===== config.mk =====
export PLATFORM = sky130hd
export DESIGN_NAME = ring_buffer_moving_average_core
export DESIGN_NICKNAME = d
export VERILOG_FILES = /design/src/rtl/rbma_pkg.sv /design/src/rtl/rbma_ram.sv /design/src/rtl/rbma_alu.sv /design/src/rtl/rbma_ctrl.sv /design/src/rtl/ring_buffer_moving_average_core.sv
export SDC_FILE = /design/constraint.sdc
export NUM_CORES = 2
export LEC_CHECK = 0
export BUFFER_PORTS_ARGS = -buffer_cell sky130_fd_sc_hd__buf_4
export CAP_MARGIN = 20
export CORE_AREA = 3 3 361 363
export CTS_CLUSTER_DIAMETER = 80
export DETAILED_ROUTE_END_ITERATION = 10
export DIE_AREA = 0 0 364 366
export PLACE_DENSITY_LB_ADDON = 0.15
export SLEW_MARGIN = 20
export SYNTH_ARGS = -nofsm -noshare
export SYNTH_HDL_FRONTEND = slang
export SYNTH_HIERARCHICAL = 1
export SYNTH_SLANG_ARGS = --single-unit

===== constraint.sdc =====
create_clock -name clk -period 5.3 [get_ports clk]
set_input_delay 1.06 -clock clk [delete_from_list [all_inputs] [get_ports clk]]
set_output_delay 1.06 -clock clk [all_outputs]
set_load 0.01 [all_outputs]

===== src/rtl/rbma_pkg.sv =====
// Shared types and constants for the ring buffer moving average core.
// No dependencies; imported by the ALU, the sequencer and the top level.
package rbma_pkg;

  localparam int MAX_WINDOW = 32;
  localparam int PTR_W      = $clog2(MAX_WINDOW);
  localparam int CNT_W      = 6;
  localparam int SAMPLE_W   = 32;
  // running sum of up to MAX_WINDOW samples, plus one bit for |sum| + half
  localparam int SUM_W      = SAMPLE_W + PTR_W + 1;
  localparam int DIV_STEPS  = SUM_W - 1;
  localparam int REM_W      = PTR_W;
  localparam int DIVC_W     = $clog2(DIV_STEPS);

  localparam logic [1:0] ACT_PUSH  = 2'd0;
  localparam logic [1:0] ACT_CLEAR = 2'd1;
  localparam logic [1:0] ACT_FILL  = 2'd2;

  typedef enum logic [2:0] {
    OP_HOLD  = 3'd0,
    OP_CLEAR = 3'd1,
    OP_ACC   = 3'd2,
    OP_ABS   = 3'd3,
    OP_HALF  = 3'd4,
    OP_DIV   = 3'd5,
    OP_SIGN  = 3'd6
  } alu_op_t;

  typedef struct packed {
    alu_op_t          op;
    logic [CNT_W-1:0] count;
  } alu_ctl_t;

endpackage


===== src/rtl/rbma_ram.sv =====
// Generic single-write, single-read RAM with registered read data.
// No dependencies.
module rbma_ram #(
  parameter int WIDTH = 32,
  parameter int DEPTH = 32
) (
  input  logic                     clk,
  input  logic                     we,
  input  logic [$clog2(DEPTH)-1:0] waddr,
  input  logic [WIDTH-1:0]         wdata,
  input  logic [$clog2(DEPTH)-1:0] raddr,
  output logic [WIDTH-1:0]         rdata
);

  logic [WIDTH-1:0] mem [DEPTH];

  always_ff @(posedge clk) begin
    if (we) begin
      mem[waddr] <= wdata;
    end
    rdata <= mem[raddr];
  end

endmodule


===== src/rtl/rbma_alu.sv =====
// Shared adder datapath: sums samples, takes the magnitude, adds the rounding
// half, runs the restoring division and restores the sign. Uses rbma_pkg.
module rbma_alu
  import rbma_pkg::*;
(
  input  logic                clk,
  input  alu_ctl_t            ctl,
  input  logic [SAMPLE_W-1:0] rdata,
  output logic [SAMPLE_W-1:0] average
);

  logic [SUM_W-1:0] acc, acc_next;
  logic [REM_W-1:0] rem, rem_next;
  logic             neg, neg_next;
  logic [SUM_W-1:0] add_a, add_b, add_sum;
  logic             add_cin;
  logic [REM_W:0]   shifted;
  logic             ge;

  assign add_sum = add_a + add_b + SUM_W'(add_cin);
  assign shifted = {rem, acc[SUM_W-2]};

  always_comb begin
    add_a    = '0;
    add_b    = '0;
    add_cin  = 1'b0;
    ge       = 1'b0;
    acc_next = acc;
    rem_next = rem;
    neg_next = neg;
    case (ctl.op)
      OP_CLEAR: begin
        acc_next = '0;
        rem_next = '0;
        neg_next = 1'b0;
      end
      OP_ACC: begin
        add_a    = acc;
        add_b    = {{(SUM_W-SAMPLE_W){rdata[SAMPLE_W-1]}}, rdata};
        acc_next = add_sum;
      end
      OP_ABS: begin
        add_a    = ~acc;
        add_cin  = 1'b1;
        neg_next = acc[SUM_W-1];
        if (acc[SUM_W-1]) begin
          acc_next = add_sum;
        end
      end
      OP_HALF: begin
        add_a    = acc;
        add_b    = SUM_W'(ctl.count[CNT_W-1:1]);
        acc_next = add_sum;
        rem_next = '0;
      end
      OP_DIV: begin
        // one quotient bit per step; quotient shifts in from the bottom
        add_a    = SUM_W'(shifted);
        add_b    = ~SUM_W'(ctl.count);
        add_cin  = 1'b1;
        ge       = ~add_sum[SUM_W-1];
        rem_next = ge ? add_sum[REM_W-1:0] : shifted[REM_W-1:0];
        acc_next = {1'b0, acc[SUM_W-3:0], ge};
      end
      OP_SIGN: begin
        add_a   = ~acc;
        add_cin = 1'b1;
        if (neg) begin
          acc_next = add_sum;
        end
      end
      default: begin
        acc_next = acc;
      end
    endcase
  end

  always_ff @(posedge clk) begin
    acc <= acc_next;
    rem <= rem_next;
    neg <= neg_next;
  end

  assign average = acc[SAMPLE_W-1:0];

endmodule


===== src/rtl/rbma_ctrl.sv =====
// Sequencer: window pointer and full flag, fill sweep, sum read-out and
// division step count; drives the RAM and the shared ALU. Uses rbma_pkg.
module rbma_ctrl
  import rbma_pkg::*;
(
  input  logic                clk,
  input  logic                rst,
  input  logic                cfg_we,
  input  logic [CNT_W-1:0]    cfg_wdata,
  input  logic                in_accept,
  input  logic [1:0]          in_action,
  input  logic [SAMPLE_W-1:0] in_sample,
  input  logic                out_load,
  output logic                idle,
  output logic                done,
  output logic                full,
  output alu_ctl_t            alu_ctl,
  output logic                ram_we,
  output logic [PTR_W-1:0]    ram_waddr,
  output logic [SAMPLE_W-1:0] ram_wdata,
  output logic [PTR_W-1:0]    ram_raddr
);

  typedef enum logic [8:0] {
    ST_IDLE = 9'b000000001,
    ST_FILL = 9'b000000010,
    ST_PREP = 9'b000000100,
    ST_SUM  = 9'b000001000,
    ST_ABS  = 9'b000010000,
    ST_HALF = 9'b000100000,
    ST_DIV  = 9'b001000000,
    ST_SIGN = 9'b010000000,
    ST_OUT  = 9'b100000000
  } state_t;

  state_t              state, state_next;
  logic [PTR_W-1:0]    ptr, ptr_next;
  logic                full_next;
  logic [CNT_W-1:0]    wlen;
  logic [CNT_W-1:0]    len_eff;
  logic [CNT_W-1:0]    held;
  logic [CNT_W-1:0]    count, count_next;
  logic [CNT_W-1:0]    idx, idx_next;
  logic [DIVC_W-1:0]   step, step_next;
  logic                pend, pend_next;
  logic [SAMPLE_W-1:0] val;
  logic                issue;

  always_comb begin
    if (wlen == '0) begin
      len_eff = CNT_W'(1);
    end else if (wlen > CNT_W'(MAX_WINDOW)) begin
      len_eff = CNT_W'(MAX_WINDOW);
    end else begin
      len_eff = wlen;
    end
    if (full) begin
      held = len_eff;
    end else if (CNT_W'(ptr) < len_eff) begin
      held = CNT_W'(ptr);
    end else begin
      held = len_eff;
    end
  end

  assign issue = (idx != count);

  always_comb begin
    state_next    = state;
    ptr_next      = ptr;
    full_next     = full;
    count_next    = count;
    idx_next      = idx;
    step_next     = step;
    pend_next     = pend;
    alu_ctl.op    = OP_HOLD;
    alu_ctl.count = count;
    case (state)
      ST_IDLE: begin
        if (in_accept) begin
          state_next = ST_PREP;
          case (in_action)
            ACT_PUSH: begin
              if (CNT_W'(ptr) >= len_eff - CNT_W'(1)) begin
                full_next = 1'b1;
                ptr_next  = '0;
              end else begin
                ptr_next = ptr + PTR_W'(1);
              end
            end
            ACT_CLEAR: begin
              ptr_next  = '0;
              full_next = 1'b0;
            end
            ACT_FILL: begin
              ptr_next   = '0;
              full_next  = 1'b1;
              idx_next   = '0;
              state_next = ST_FILL;
            end
            default: begin
              state_next = ST_PREP;
            end
          endcase
        end
      end
      ST_FILL: begin
        idx_next = idx + CNT_W'(1);
        if (idx == len_eff - CNT_W'(1)) begin
          state_next = ST_PREP;
        end
      end
      ST_PREP: begin
        alu_ctl.op = OP_CLEAR;
        count_next = held;
        idx_next   = '0;
        pend_next  = 1'b0;
        state_next = (held == '0) ? ST_OUT : ST_SUM;
      end
      ST_SUM: begin
        // read issued one cycle, data added the next
        alu_ctl.op = pend ? OP_ACC : OP_HOLD;
        pend_next  = issue;
        if (issue) begin
          idx_next = idx + CNT_W'(1);
        end else if (!pend) begin
          state_next = ST_ABS;
        end
      end
      ST_ABS: begin
        alu_ctl.op = OP_ABS;
        state_next = ST_HALF;
      end
      ST_HALF: begin
        alu_ctl.op = OP_HALF;
        step_next  = '0;
        state_next = ST_DIV;
      end
      ST_DIV: begin
        alu_ctl.op = OP_DIV;
        step_next  = step + DIVC_W'(1);
        if (step == DIVC_W'(DIV_STEPS - 1)) begin
          state_next = ST_SIGN;
        end
      end
      ST_SIGN: begin
        alu_ctl.op = OP_SIGN;
        state_next = ST_OUT;
      end
      ST_OUT: begin
        if (out_load) begin
          state_next = ST_IDLE;
        end
      end
      default: begin
        state_next = ST_IDLE;
      end
    endcase
  end

  always_ff @(posedge clk) begin
    if (rst) begin
      state <= ST_IDLE;
      ptr   <= '0;
      full  <= 1'b0;
      wlen  <= CNT_W'(MAX_WINDOW);
      pend  <= 1'b0;
      count <= '0;
    end else begin
      state <= state_next;
      ptr   <= ptr_next;
      full  <= full_next;
      pend  <= pend_next;
      count <= count_next;
      if (cfg_we) begin
        wlen <= cfg_wdata;
      end
    end
  end

  always_ff @(posedge clk) begin
    idx  <= idx_next;
    step <= step_next;
    if (in_accept) begin
      val <= in_sample;
    end
  end

  assign idle = (state == ST_IDLE);
  assign done = (state == ST_OUT);

  always_comb begin
    if (state == ST_FILL) begin
      ram_we    = 1'b1;
      ram_waddr = idx[PTR_W-1:0];
      ram_wdata = val;
    end else begin
      ram_we    = in_accept && (in_action == ACT_PUSH);
      ram_waddr = ptr;
      ram_wdata = in_sample;
    end
  end

  assign ram_raddr = idx[PTR_W-1:0];

endmodule


===== src/rtl/ring_buffer_moving_average_core.sv =====
// Ring buffer moving average: top level with stream ports and output register.
// Push and clear step from accept through sum, magnitude, rounding, division and
// sign; fill first adds a write sweep, and an empty window goes straight to output.
// One item at a time; the rate is set by the one-read-per-cycle sum over the
// sample RAM and the 37-step restoring division on the shared adder.
// Reset (rst, synchronous): window empty, pointer 0, window_length 32.
module ring_buffer_moving_average_core
  import rbma_pkg::*;
(
  input  logic                clk,
  input  logic                rst,
  input  logic                cfg_we,
  input  logic [CNT_W-1:0]    cfg_wdata,
  input  logic                s_tvalid,
  output logic                s_tready,
  input  logic [SAMPLE_W-1:0] s_tdata,   // [31:0] sample_value
  input  logic [1:0]          s_tuser,   // [1:0] action
  output logic                m_tvalid,
  input  logic                m_tready,
  output logic [39:0]         m_tdata    // [31:0] average, [37:32] held_count,
                                         // [38] window_full, [39] zero
);

  logic                s_accept;
  logic                idle, done, full, out_load;
  alu_ctl_t            alu_ctl;
  logic                ram_we;
  logic [PTR_W-1:0]    ram_waddr, ram_raddr;
  logic [SAMPLE_W-1:0] ram_wdata, ram_rdata;
  logic [SAMPLE_W-1:0] average;
  logic [SAMPLE_W-1:0] avg_q;
  logic [CNT_W-1:0]    held_q;
  logic                full_q;

  assign s_tready = idle;
  assign s_accept = s_tvalid && s_tready;
  assign out_load = done && (!m_tvalid || m_tready);

  rbma_ctrl u_ctrl (
    .clk       (clk),
    .rst       (rst),
    .cfg_we    (cfg_we),
    .cfg_wdata (cfg_wdata),
    .in_accept (s_accept),
    .in_action (s_tuser),
    .in_sample (s_tdata),
    .out_load  (out_load),
    .idle      (idle),
    .done      (done),
    .full      (full),
    .alu_ctl   (alu_ctl),
    .ram_we    (ram_we),
    .ram_waddr (ram_waddr),
    .ram_wdata (ram_wdata),
    .ram_raddr (ram_raddr)
  );

  rbma_ram #(
    .WIDTH (SAMPLE_W),
    .DEPTH (MAX_WINDOW)
  ) u_ram (
    .clk   (clk),
    .we    (ram_we),
    .waddr (ram_waddr),
    .wdata (ram_wdata),
    .raddr (ram_raddr),
    .rdata (ram_rdata)
  );

  rbma_alu u_alu (
    .clk     (clk),
    .ctl     (alu_ctl),
    .rdata   (ram_rdata),
    .average (average)
  );

  always_ff @(posedge clk) begin
    if (rst) begin
      m_tvalid <= 1'b0;
    end else if (out_load) begin
      m_tvalid <= 1'b1;
    end else if (m_tready) begin
      m_tvalid <= 1'b0;
    end
  end

  always_ff @(posedge clk) begin
    if (out_load) begin
      avg_q  <= average;
      held_q <= alu_ctl.count;
      full_q <= full;
    end
  end

  assign m_tdata = {1'b0, full_q, held_q, avg_q};

`ifndef SYNTHESIS
  a_busy_after_accept: assert property (@(posedge clk) disable iff (rst)
    s_accept |=> !s_tready)
    else $error("input accepted while an item is in progress");

  a_count_range: assert property (@(posedge clk) disable iff (rst)
    m_tvalid |-> (m_tdata[37:32] <= CNT_W'(MAX_WINDOW)))
    else $error("held count beyond window size");

  a_empty_zero: assert property (@(posedge clk) disable iff (rst)
    (m_tvalid && (m_tdata[37:32] == '0)) |-> ((m_tdata[31:0] == '0) && !m_tdata[38]))
    else $error("empty window must report zero average and not full");
`endif

endmodule

Word-level counts from Yosys, hierarchy flattened
Memories as Yosys holds them, arrays and structs flattened. A register that Yosys moved wholly into a read port is not among the register bits.
Cells that the tools add are included.

storage, ports and cells
  bits in latches = 0
  bits in read-only memories = 0
  word-level logic and storage cells = 130
  flip-flop bits (word level) = 156
  memory bits (writable) = 1,024
  input bits = 45
  memories = 1
  output and inout port bits = 42

operators by class
  bitwise operators = 3
  $add $sub $neg = 6
  div/mod/pow operators = 0
  equality and inequality tests = 31
  multiplexer cells = 41
  reduce and logical (&&, ||, !) cells = 28
  magnitude comparators = 3
  multipliers = 0
  shift operators = 0

memory list
  name       depth  bits a word  read ports  clocked after memory_dff  wr ports  RTL line        RTL
  u_ram.mem  32     32           1           1                         1         rbma_ram.sv:15  logic [WIDTH-1:0] mem [DEPTH];

operator list
  cell                                                                    count
  38-bit case mux with 3 select lines                                     2
  38-bit case mux with 5 select lines                                     1
  9-bit case mux with 9 select lines                                      1
  38-bit 2-to-1 mux                                                       2
  9-bit 2-to-1 mux                                                        7
  6-bit 2-to-1 mux                                                        7
  38-bit by 1-bit adder with 38-bit output                                1
  38-bit adder                                                            1
  38-bit inverter                                                         1
  6-bit inverter with 38-bit output                                       1
  32-bit 2-to-1 mux                                                       1
  6-bit case mux with 4 select lines                                      1
  5-bit case mux with 2 select lines                                      2
  2-bit by 1-bit != test with 1-bit output (second input constant)        9
  3-bit case mux with 6 select lines                                      1
  5-bit 2-to-1 mux                                                        3
  6-bit by 1-bit adder with 6-bit output (second input constant)          2
  6-bit logical NOT                                                       2
  6-bit case mux with 2 select lines                                      1
  2-bit nonzero test                                                      6
  3-bit equality test (second input constant)                             3
  9-bit by 1-bit equality test with 1-bit output (second input constant)  1
  9-bit by 2-bit equality test with 1-bit output (second input constant)  1
  9-bit by 3-bit equality test with 1-bit output (second input constant)  1
  38 further kinds                                                        54

Depth between registers and ports, before layout
  depth after elaboration = 9
  gate-level depth with buffers = 24
  gate-level depth less buffers = 21

By module
Netlist, hierarchy kept.

by module, submodules not included
  module                           instances  cells each  area each (um^2)  seq. area each (um^2)
  rbma_ram                         1          2,260       40,487.6          31,390.1
  rbma_alu                         1          648         5,114.9           1,321.3
  rbma_ctrl                        1          377         4,108.9           1,881.8
  ring_buffer_moving_average_core  1          48          1,251.2           1,191.1

Least setup slack after synthesis
Ideal clock, no wire load.

  path kind = register -> register
  start = register u_ctrl.state[2]
  end = register u_alu.acc[36] (data pin)
  clock period less this slack = 5.143 ns
  stages on the path, launching flop included = 23
  path buffers = 2
  slack = 0.157 ns
  setup time = 0.256 ns
  required time = 5.044 ns
  arrival time = 4.887 ns
  cell sequence = dfxtp_1 -> nor2_1 -> nand3_1 -> nor3_1 -> a31o_2 -> buf_1 -> buf_1 -> xor2_1 -> a211oi_1 -> a21oi_1 -> fa_1 -> inv_1 -> fa_1 -> nor2b_1 -> o21ai_1 -> a21oi_1 -> o21ai_1 -> o21ai_1 -> a31oi_4 -> o21ai_2 -> a311oi_2 -> xnor2_1 -> a22o_1

RTL lines
  element                 RTL line          RTL
  from (decl)             rbma_ctrl.sv:36   state_t state, state_next;
  from (signal assigned)  rbma_ctrl.sv:170  state <= state_next;
  to (signal assigned)    rbma_alu.sv:79    acc <= acc_next;
  to (decl)               rbma_alu.sv:12    logic [SUM_W-1:0] acc, acc_next;

==> summary.txt <==
STA
  – Tmin final: around 5 ns
  – Max-slew violation count: 0
  – Final Setup Violations: 0
  – Fmax: ~200 MHz
  – Final Hold Viols: 0
  – WHS: around 0.5 ns
  – Worst setup margin: 0.250 ns
  – Slew margin rel.: 24.1%
  – Layout Skew: 0.0223 ns
  – Worst slew pin tran: 1.14 ns
  – Total Neg Setup Slack: 0 ns
  – Final period util: around 95%

Synthesis
  – Post-synth top area cell: edfxtp_1
  – Synthesis Warnings: 6
  – Synth Flop Type: edfxtp_1
  – Post-synth ARST share: 0%
  – Mapped Nets: between 3k and 4k
  – Cell area after synthesis: 51000 um2
  – Synthesized instance count: 3333
  – Top-count cell post-synth: edfxtp_1
  – Synth top area share: just under 70%
  – Seq/Total Area, Yosys: between 70% and 80%
  – Synth Register Bits: ~1.2k
  – Synth top cells by count: edfxtp_1, mux2i_1, nand2_1, a21oi_1, nor2_1
  – Count of cell types in the netlist: a little under 90
  – Syn_area_per_cell: ~15 um2
  – Area contributors post-synth: edfxtp_1, mux2i_1, dfxtp_1
  – EDFF count, synth: ~1.2k

Worst setup path
  – CP Max Fanout: 13
  – CP Launch Type: flip-flop
  – Crit path cell chain: or4_4 > nor4_4 > a22o_1 > buf_4 > and2b_2 > nor2_4 > nor2_4 > buf_12 > buf_12 > nand2_1 > o21ai_0 > ha_1 > a21o_1 > a31oi_1 > o21ai_1 > a21o_1 > a21o_1 > o21ai_2 > o21ai_1 > a311oi_1 > xnor2_1 > a22o_1
  – Crit-path max cell delay: between 0.5 and 0.6 ns
  – Slowest cell on the critical path: or4_4
  – CP Class: reg -> reg
  – Critical Path AT: 5.55 ns
  – Critical Path Most Common Cell: a21o_1
  – Worst setup EP type: flip-flop
  – Required time of the critical path: a little under 6 ns

Route
  – First drt pass iteration count: 5
  – Vias: around 29k
  – Vias per cell: between 5 and 6
  – Initial DRC count: about 2.4k
  – Antenna-violating nets left: 0
  – Post-route DRC: 0
  – Detailed Route WL: approximately 130 mm
  – DR WL/cell: ~26 um

Die
  – Die Ht: 366 um
  – Die area: about 130000 um2
  – Chip width: 364 um
  – I/O pins: 87
  – Row cnt: approximately 130
  – Core ar.: between 100000 and 150000 um2
  – Initial Utilization: approximately 40%

Run status
  – Status: complete, no violations

Layout
  – Nets: 3561
  – Cell area after layout: 58400 um2
  – Share of layout cells above drive strength 1: between 10% and 20%
  – Final Util: between 40% and 50%
  – Final std cells w/o fill: 5229
  – Layout Area Growth over Synthesis: 14.6%

Placement
  – Placed inst area: roughly 54000 um2
  – Number of port buffers: 85
  – Routability congestion estimate: between 0.8 and 0.9
  – Cells after DPL: between 4k and 5k
  – DP Worst Slack: -0.157 ns
  – Dpl hpwl: 77.0 mm

Power and ir drop
  – Power Total: 27.0 mW
  – Max IR drop VDD: between 400 and 500 uV
  – Power per standard cell area: roughly 460 nW/um2
  – Pleak: between 20 and 25 nW

Hold path
  – Min-Delay Path Class: in -> reg

Clocking
  – Worst-path clk slew: 0.06 ns
  – Clock latency on the worst-skew pair: between 0.7 and 0.8 ns
  – CTS Buffer Depth: 3
  – Sink Count: 1212
  – Post-cts hold buffer count: 0
  – Root buffer cell: clkbuf_16
  – Cts bufs inserted: about 130
  – H-tree depth: 4
  – CTS tree: done

GRT
  – Vias in the first global route: slightly below 30k
  – Global Route Usage Sum: 19.8%
  – Initial antenna violation count: 1
  – GRT overflow: 0
  – Largest net degree at the start of global routing: 122
  – First-pass GRT wire length: 194 mm

Job
  – Max_cap viols: 0
==> flip-flops by register name (all words and copies together) (netlist names), 9 cells and up <==
signal        flops
avg_q            32
u_alu/acc        38
u_ctrl/val       32
u_ctrl/state      9
u_ram/rdata      32
u_ram/mem      1024
==> routing by layer <==
layer,global-route usage [%],part of all wire [%],up-vias
met1,27.3,45,15000
met2,32.3,48,788
li1,-,-,13100
met4,5.77,2.2,0
met3,3.20,4.9,198
met5,0,0,-
==> cell type report <==
cell class	count	area [um2]
timing repair buffer	215	1960
tap	1662	2080
multi-input combinational	1871	14100
sequential	1212	35800
clock inverter	64	728
inverter	27	101
antenna	2	5.00
fill	10900	69000
clock buffer	176	3600
==> repair_timing <==
item	in CTS	in global routing
gates resized for setup	4	14
pin swaps	0	1
endpoints found under the setup margin	13	20
buffers inserted	0	5
==> report_power, final <==
group	leakage, nW	internal [mW]	switching (mW)
clock	2.09	5.44	3.70
combinational	7.59	2.38	4.21
sequential	10.9	10.9	0.349
total	20.5	18.8	8.26
==> path summary, 6_finish.rpt <==
| kind | from | to | slack (ns) | cells after the start |
|---|---|---|---|---|
| worst min register to register | m_tvalid | m_tvalid | 0.50 | 2 |
| worst max register to register | u_ctrl/state[7] | u_alu/acc[30] | 0.25 | 22 |
| worst max-delay path | u_ctrl/state[7] | u_alu/acc[30] | 0.25 | 22 |
| worst min-delay path | s_tdata[1] | u_ctrl/val[1] | 0.49 | 1 |
==> worst max-delay path: cells and delay by family, from the launching register on <==
| kind | cells | cell delay [ns] |
|---|---|---|
| flops | 1 | 0.31 |
| simple gates | 6 | 1.44 |
| compound gates | 11 | 2.12 |
| buf+inv | 3 | 0.40 |
| fa+ha+maj | 1 | 0.41 |
| xor+xnor | 1 | 0.10 |
==> kinds of logic after synthesis <==
logic type      share of synthesized area (%)
xor+xnor                                 1.06
simple gates                             5.82
other cells                           0.00736
flops                                    70.2
mux                                      11.1
fa+ha+maj                                1.43
compound gates                           7.57
buf+inv                                  2.77
==> placed cells by master (no fill, tap or decap), types with 10 or more instances in the layout <==
cell type,Yosys,routed
edfxtp_1,1151,1151
mux2i_1,524,523
nand2_1,240,238
buf_4,73,187
a21oi_1,148,143
clkbuf_16,0,136
nand3_1,112,111
a22oi_1,101,101
a22o_1,100,100
nor2_1,116,81
dfxtp_1,61,61
o21ai_0,56,55
ha_1,55,55
nor3_1,49,49
a31oi_1,43,43
mux2_2,38,38
clkbuf_1,83,35
nor2_4,0,35
xnor2_1,32,32
a21o_1,29,29
buf_12,0,28
inv_1,27,27
xor2_1,27,27
clkinv_1,0,18
clkinv_2,0,16
nor2b_1,19,16
bufinv_16,0,13
nand2b_1,13,11
nand4_1,11,11
a211oi_1,10,10
Note: power is estimated with default switching activity, not from simulation.
